File: src/design/hrf_pkg.sv
// ----------------------------------------------------------------------------
// HLL flux package
// Shared types, number format constants and saturating Q-format arithmetic
// used by the HLL flux pipeline and its divider and square-root units.
// ----------------------------------------------------------------------------
package hrf_pkg;

    localparam int DW = 32;
    localparam int FB = 16;
    localparam int GW = 19;
    localparam int AW = 2;
    localparam int MW = 2 * DW + 2;

    localparam int DIV_NB   = DW + 1 + FB;
    localparam int DIV_LAT  = DIV_NB + 2;
    localparam int SQ_W     = ((DW + FB) / 2) * 2;
    localparam int SQ_STEPS = SQ_W / 2;
    localparam int SQRT_LAT = SQ_STEPS + 2;

    typedef logic signed [DW-1:0] t_q;

    localparam t_q QMAX = t_q'({1'b0, {(DW-1){1'b1}}});
    localparam t_q QMIN = t_q'({1'b1, {(DW-1){1'b0}}});
    localparam t_q ONE  = t_q'(64'd1 << FB);

    localparam logic [GW-1:0] HEAT_RATIO_RESET = GW'(91750);
    localparam logic [AW-1:0] ADDR_HEAT_RATIO  = '0;

    typedef enum logic [1:0] {
        REG_LEFT  = 2'd0,
        REG_RIGHT = 2'd1,
        REG_HLL   = 2'd2
    } t_region;

    typedef struct packed {
        t_q left_density;
        t_q left_normal_momentum;
        t_q left_tangent_momentum;
        t_q left_energy;
        t_q right_density;
        t_q right_normal_momentum;
        t_q right_tangent_momentum;
        t_q right_energy;
    } t_in;

    typedef struct packed {
        t_q         mass_flux;
        t_q         normal_momentum_flux;
        t_q         tangent_momentum_flux;
        t_q         energy_flux;
        logic [1:0] flux_region;
        logic       invalid_state;
    } t_out;

    function automatic t_q q_sadd(t_q a, t_q b);
        logic [DW:0] s;
        s = {a[DW-1], a} + {b[DW-1], b};
        if (s[DW] != s[DW-1]) begin
            q_sadd = s[DW] ? QMIN : QMAX;
        end else begin
            q_sadd = t_q'(s[DW-1:0]);
        end
    endfunction

    function automatic t_q q_ssub(t_q a, t_q b);
        logic [DW:0] s;
        s = {a[DW-1], a} - {b[DW-1], b};
        if (s[DW] != s[DW-1]) begin
            q_ssub = s[DW] ? QMIN : QMAX;
        end else begin
            q_ssub = t_q'(s[DW-1:0]);
        end
    endfunction

    function automatic logic [DW:0] q_mag(t_q a);
        logic [DW:0] ext;
        ext = {a[DW-1], a};
        q_mag = ext[DW] ? (~ext + (DW+1)'(1)) : ext;
    endfunction

    function automatic t_q q_pack(logic neg, logic [MW-1:0] m);
        logic [MW-1:0] hi;
        hi = m >> (DW - 1);
        if (neg) begin
            if (hi > MW'(1) || (hi == MW'(1) && m[DW-2:0] != '0)) begin
                q_pack = QMIN;
            end else begin
                q_pack = t_q'(-m[DW-1:0]);
            end
        end else begin
            q_pack = (hi != '0) ? QMAX : t_q'(m[DW-1:0]);
        end
    endfunction

    function automatic t_q q_mul(t_q a, t_q b);
        logic [MW-1:0] p;
        p = MW'(q_mag(a)) * MW'(q_mag(b));
        q_mul = q_pack(a[DW-1] ^ b[DW-1], p >> FB);
    endfunction

    function automatic t_q q_half(t_q x);
        logic [DW:0] s;
        s = {x[DW-1], x} + (DW+1)'(x[DW-1]);
        q_half = t_q'(s[DW:1]);
    endfunction

endpackage

File: src/design/hrf_sqrt.sv
// ----------------------------------------------------------------------------
// Pipelined fixed-point square root
// Digit-by-digit root, one result bit per register stage, giving the floor
// of the Q-format root; non-positive operands give zero.
// ----------------------------------------------------------------------------
module hrf_sqrt
    import hrf_pkg::*;
(
    input  logic i_clk,
    input  t_q   i_rad,
    output t_q   o_root
);

    localparam int RW = SQ_STEPS + 2;

    logic [SQ_W-1:0]     r_x    [0:SQ_STEPS];
    logic [RW-1:0]       r_rem  [0:SQ_STEPS];
    logic [SQ_STEPS-1:0] r_root [0:SQ_STEPS];
    t_q                  r_out;

    always_ff @(posedge i_clk) begin
        r_x[0]    <= (i_rad > 0) ? (SQ_W'(i_rad[DW-2:0]) << FB) : '0;
        r_rem[0]  <= '0;
        r_root[0] <= '0;
    end

    generate
        for (genvar k = 0; k < SQ_STEPS; k++) begin : g_stage
            logic [RW-1:0] t;
            logic [RW-1:0] trial;
            logic          ge;
            assign t     = {r_rem[k][RW-3:0], r_x[k][SQ_W-1:SQ_W-2]};
            assign trial = {r_root[k], 2'b01};
            assign ge    = (t >= trial);
            always_ff @(posedge i_clk) begin
                r_x[k+1]    <= r_x[k] << 2;
                r_rem[k+1]  <= ge ? (t - trial) : t;
                r_root[k+1] <= {r_root[k][SQ_STEPS-2:0], ge};
            end
        end
    endgenerate

    always_ff @(posedge i_clk) begin
        r_out <= t_q'(r_root[SQ_STEPS]);
    end

    assign o_root = r_out;

endmodule

File: config.mk
export PLATFORM = sky130hd
export DESIGN_NAME = hrf_sqrt
export DESIGN_NICKNAME = d
export VERILOG_FILES = /design/src/design/hrf_pkg.sv /design/src/design/hrf_sqrt.sv
export SDC_FILE = /design/constraint.sdc
export NUM_CORES = 2
export LEC_CHECK = 0
export ABC_AREA = 1
export BUFFER_PORTS_ARGS = -buffer_cell sky130_fd_sc_hd__buf_2
export CORE_ASPECT_RATIO = 1.4
export CORE_MARGIN = 5
export CORE_UTILIZATION = 60
export DETAILED_ROUTE_END_ITERATION = 6
export GPL_TIMING_DRIVEN = 1
export PLACE_DENSITY = 0.76
export SLEW_MARGIN = 25
export SYNTH_ARGS = -nofsm -noshare
export SYNTH_HDL_FRONTEND = slang
export SYNTH_SLANG_ARGS = --single-unit
File: constraint.sdc
create_clock -name i_clk -period 2.2 [get_ports i_clk]
set_clock_uncertainty 0.05 [all_clocks]
set_input_delay 0.11 -clock i_clk [delete_from_list [all_inputs] [get_ports i_clk]]
set_output_delay 0.11 -clock i_clk [all_outputs]
set_load 0.03 [all_outputs]
==> Word level (Yosys, flattened, before mapping) <==
Memories as Yosys holds them, arrays and structs flattened. A register that Yosys moved wholly into a read port is not among the register bits.
Index checks and enable logic that the tools add are counted.
{ "classes": {"n_mux": 25, "add_sub_neg": 24, "n_lt_le_gt_ge": 25} }
{ "op_table": {"columns": ["cell", "n"], "rows": [
  ["26-bit greater-or-equal comparator", 24],
  ["26-bit 2-to-1 mux", 24],
  ["26-bit subtractor", 24],
  ["48-bit 2-to-1 mux", 1],
  ["32-bit by 1-bit greater-than comparator with 1-bit output (second input constant)", 1]
]} }
{ "totals": {"input_bits": 33, "n_memories": 3, "output_inout_bits": 32, "ramBits": 2450, "regBits": 0} }
{ "mem_list": {"columns": ["memory", "words", "word_bits", "read_ports", "rd_ports_with_merged_regs", "wr", "line_no", "rtl"], "rows": [
  ["r_x", 25, 48, 24, 0, 25, "hrf_sqrt.sv:16", "logic [SQ_W-1:0] r_x [0:SQ_STEPS];"],
  ["r_rem", 25, 26, 24, 0, 25, "hrf_sqrt.sv:17", "logic [RW-1:0] r_rem [0:SQ_STEPS];"],
  ["r_root", 25, 24, 25, 1, 25, "hrf_sqrt.sv:18", "logic [SQ_STEPS-1:0] r_root [0:SQ_STEPS];"]
]} }

==> Depth between registers and ports, before layout <==
An unclocked memory read counts as a cell.
{ "logic_depth": {"ltp_word": 3, "ltp_mapped": 15, "mapped_depth_nobuf": 14} }

==> Worst setup path before layout <==
Ideal clock, no wire load.
{ "synth_timing": {"kind": "register -> register", "startpoint": "mem r_rem[2][52] in the netlist's numbering", "endpoint": "mem r_rem[2][91] in the netlist's numbering", "setup_slack_ns": 0.141, "stages_incl_launch_ff": 15, "arrival_time_ns": 1.895, "period_less_slack_ns": 2.059, "setup_time_ns": 0.113, "path_cell_list": "dfxtp_1 ha_1 inv_1 fa_1 inv_1 nand3_1 nand3_1 nand2_1 nand2_1 nand2_1 nand3_2 inv_2 buf_4 nand2_1 nand2_1"} }
{ "synth_lines": {"columns": ["item", "line_no"], "rows": [
  ["start, declared", "hrf_sqrt.sv:17"]
]} }

==> results.md <==
Critical path:
- The critical path class is register to register.
- Data on the critical path arrives at its endpoint at 2.67 ns.
- The worst reg2reg path endpoint is r_rem[2][185]$_DFF_P_.
- The worst setup path is captured at a register.
- The start point of the critical path is r_root[22][0]$_DFF_P_.
- The reg2reg setup slack is 0.06 ns.
- The worst setup path is launched from a register.
- The startpoint identified for the worst register-to-register timing path is r_root[22][0]$_DFF_P_.
- The peak fanout along the critical path is 9.
- The cell count of the worst reg-to-reg path is 13.
- At the worst endpoint, the required time is 2.73 ns.

Finish:
- The growth of design area from synthesis to finish is 15.9%.
- Fill cells in the final layout number just under 8000.
- The total inserted antenna cells is 0.
- The final layout contains just under 9000 nets.
- Summing all non-filler instances in the final layout gives an area of 63000 um2.
- Of the cells placed in the final design, the portion with a size suffix greater than 1 is 0.0980.

GRT:
- Entering global routing, the biggest net connects 31 pins.
- met2 is the most crowded layer.
- The via count of the first global-routing pass is 48800.
- The total global routing track utilization is 0.310.
- The number of antenna violations at the first check in global routing is 0.
- The first global-routing pass estimated about 250 mm of wire.
- For this run, global-route usage on met3 was measured as 0.0334.
- The total congestion overflow after global routing is 0.
- The met1 usage is 0.331.
- In the global route stage, met2 resource usage came out at 0.575.

Routing:
- In the final routed layout, each cell accounts on average for 16.3 um.
- The detailed router finished its first iteration with 2963 violations.
- In this run the remaining antenna-violating nets after routing total 0.
- The via density per instance is 5.15.
- After detailed routing, the number of remaining DRC violations is 0.
- The first detailed-routing pass took 6 iterations.
- Detailed routing inserted a total of 49500 vias.
- The final wirelength is around 160 mm.

Clock network:
- The total number of clock tree sinks is 1108.
- The TritonCTS clock tree is built.
- The buffer type at the clock tree root is clkbuf_16.
- For the worst-skew pair, the clock arrives at the later sink with an insertion delay of 0.72 ns.
- The number of clock buffers added by TritonCTS is approximately 100.
- The clock transition time at the flip-flop clock pins of the worst setup and hold paths is 0.07 ns.
- The CTS H-tree depth is 3.
- The worst-case clock buffer depth is 3.

Worst hold path:
- The classification of the worst-slack hold path is register to register.
- The cell depth of the worst min-delay path is 0.
- In this run the most critical hold path is launched from r_x[0][285]$_DFF_P_.
- The terminating pin of the worst hold path is r_x[0][335]$_DFF_P_.

Yosys:
- Synthesis produced approximately 8000 cells.
- The most instantiated flip-flop cell in the synthesis netlist is dfxtp_1.
- The share of the Yosys chip area taken by registers is 0.408.
- After synthesis, the netlist uses 51 different library cells.
- For this run, the number of Yosys warnings is 0.
- The register bit count reported by yosys is roughly 1100.
- The synthesized design contains 0 enable-type register cells.
- For this run, asynchronously set or reset flops after synthesis account for 0.
- Summing every instance area after synthesis gives ~54000 um2.
- The synthesized area per cell is 6.88 um2.

Floorplan:
- The number of core rows is 130.
- The initial utilization of the core area, before any placement, comes to 0.605.
- The vertical extent of the die is 366 um.
- Pin placement for this block handled between 60 and 70 I/O pins.
- The area of the placeable core is 89800 um2.
- The overall die area is 96700 um2.
- The width of the chip is 264 um.

STA:
- The peak clock frequency supported by timing is 0.468 GHz.
- The final count of pins violating max slew is 0.
- For the pin with the worst max-slew slack, the measured transition is 0.497 ns.
- The worst slack on hold paths is 0.271 ns.
- In the final timing run, aggregate negative setup slack is 0 ns.
- The final setup violation count is 0.
- The worst-case headroom to the max-slew limit is 0.667.
- The total count of hold-check failures in the final report was 0.
- For the finished layout, the period the worst path requires is 2.14 ns.
- The period utilization is 0.971.

Placed design:
- The congestion estimate from routability-driven global placement came to 0.967.
- The number of buffers added on ports is 56.
- The sum of net half-perimeters after detailed placement is 122 mm.
- The total cell area at the placement stage is roughly 58000 um2.

Power:
- The worst supply voltage drop on vdd is 1.06 mV.
- The design draws 69.4 mW.
- For this design the ratio of total power to cell area is 1100 nW/um2.
- The static power due to leakage is 34.4 nW.

Status:
- The run finished with clean final reports.

Run:
- The tool flagged a number of max-cap violations equal to 0.
[cells in the mapped netlist, types with 4 or more instances]
master	n	area (um2)
nand2_1	2613	9810
inv_1	1449	5440
dfxtp_1	1108	22200
nor2_1	718	2700
nand3_1	463	2320
ha_1	311	3890
a21oi_1	276	1380
o21ai_0	177	886
nand4_1	144	901
xor2_1	96	841
nand3b_1	91	683
xnor2_1	85	744
nor3_1	54	270
o21ai_1	40	200
nand2_2	27	169
buf_2	24	120
buf_4	22	165
buf_6	22	248
nor2_2	22	138
inv_2	17	63.8
o21bai_1	15	113
or2_2	14	87.6
nand3_2	13	130
nor4_1	10	62.6
o21ai_2	10	87.6
and2_1	9	56.3
a21boi_0	8	60.1
clkbuf_1	7	26.3
fa_1	7	140
nor2_4	7	78.8
nor3b_1	5	37.5
o211ai_1	4	30.0
[sequential cells by signal (all words and copies together), names as in the netlist]
register  count
r_x         271
r_rem       514
o_root       24
r_root      299
[worst max path at each step]
stage,end
floorplan,r_rem[2][91]$_DFF_P_
global placement,r_rem[1][183]$_DFF_P_
detailed placement,r_rem[1][183]$_DFF_P_
CTS,r_x[0][45]$_SDFF_PP0_
global route,r_rem[1][177]$_DFF_P_
finish,r_rem[2][185]$_DFF_P_
[critical path, cell delays in order, from the launching register on]
cell and delay (ns):
dfxtp_2 0.34, inv_2 0.07, ha_4 0.15, inv_2 0.05, fa_2 0.41, inv_2 0.08, nand3_4 0.07, nand2_2 0.08
nand2_2 0.06, nand2_4 0.09, nand3_4 0.08, nand3_4 0.18, clkbuf_16 0.20, o21ai_0 0.10
[final cells by class]
| type | instances | area, um2 | area share |
|---|---|---|---|
| Clock buffer | 126 | 2770 | 0.0440 |
| Clock inverter | 65 | 781 | 0.0124 |
| Inverter | 1468 | 5540 | 0.0879 |
| Multi-Input combinational cell | 5254 | 26800 | 0.426 |
| Sequential cell | 1108 | 22200 | 0.353 |
| Tap cell | 1188 | 1490 | 0.0236 |
| Timing Repair Buffer | 401 | 3320 | 0.0528 |
[logic make-up (layout without fill, tap and decap cells)]
family | after synthesis | in the layout | share of synthesized area
adder cells (fa/ha/maj) | 318 | 318 | 0.0742
buffers and inverters | 1545 | 2060 | 0.112
flip-flops | 1108 | 1108 | 0.408
AND/OR/NAND/NOR | 4205 | 4208 | 0.324
XOR/XNOR | 181 | 181 | 0.0292
other | 1 | 9 | 0.0000690
AO/OA/AOI/OAI | 538 | 538 | 0.0520
[what timing repair did]
item,in CTS,in global routing
endpoints found under the hold margin,31,0
gates resized for setup,21,224
pin swaps,2,18
buffers inserted,1,11
hold buffers,62,0
cloned,2,6
setup endpoints to repair,36,364
[layer usage]
metal,vias up,wire length (um)
met2,1512,79600
met5,-,0
met3,572,6510
li1,25100,-
met1,22400,58300
met4,0,11800
[power breakdown]
group,internal (mW),switching [mW]
clock,10.3,8.27
sequential,24.1,3.95
combinational,8.60,14.2
[per-stage QoR]
stage	std cells	worst slack (ns)	util
2_1_floorplan	7904	0.141	-
3_3_place_gp	9337	-0.0623	0.643
5_1_grt	9610	-0.0696	0.701
4_1_cts	9593	0.00906	0.690
6_report	9610	0.0632	0.701
3_5_place_dp	9337	-0.0878	0.643
[cells in the final DEF, fill, tap and decap left out, types with 10 or more instances in the layout]
master / count
o21ai_2: 10
o21ai_0: 162
xnor2_1: 85
nor2_1: 689
nor2_4: 11
a21oi_1: 263
nand3_1: 452
nand3_2: 20
o21bai_1: 13
clkbuf_16: 105
dfxtp_1: 1073
nand3b_1: 91
a21oi_2: 14
dfxtp_2: 32
o21ai_1: 54
nand4_1: 144
ha_4: 20
nor3_1: 51
buf_4: 254
or2_2: 14
buf_12: 15
dlygate4sd3_1: 62
inv_6: 17
nand2_2: 47
xor2_1: 95
ha_2: 22
clkinvlp_4: 14
buf_2: 57
inv_2: 19
clkbuf_1: 11
nor2_2: 47
clkinv_2: 13
nand2_1: 2588
inv_1: 1443
ha_1: 269
clkbuf_8: 13
Power figures use the tool's default switching activity.
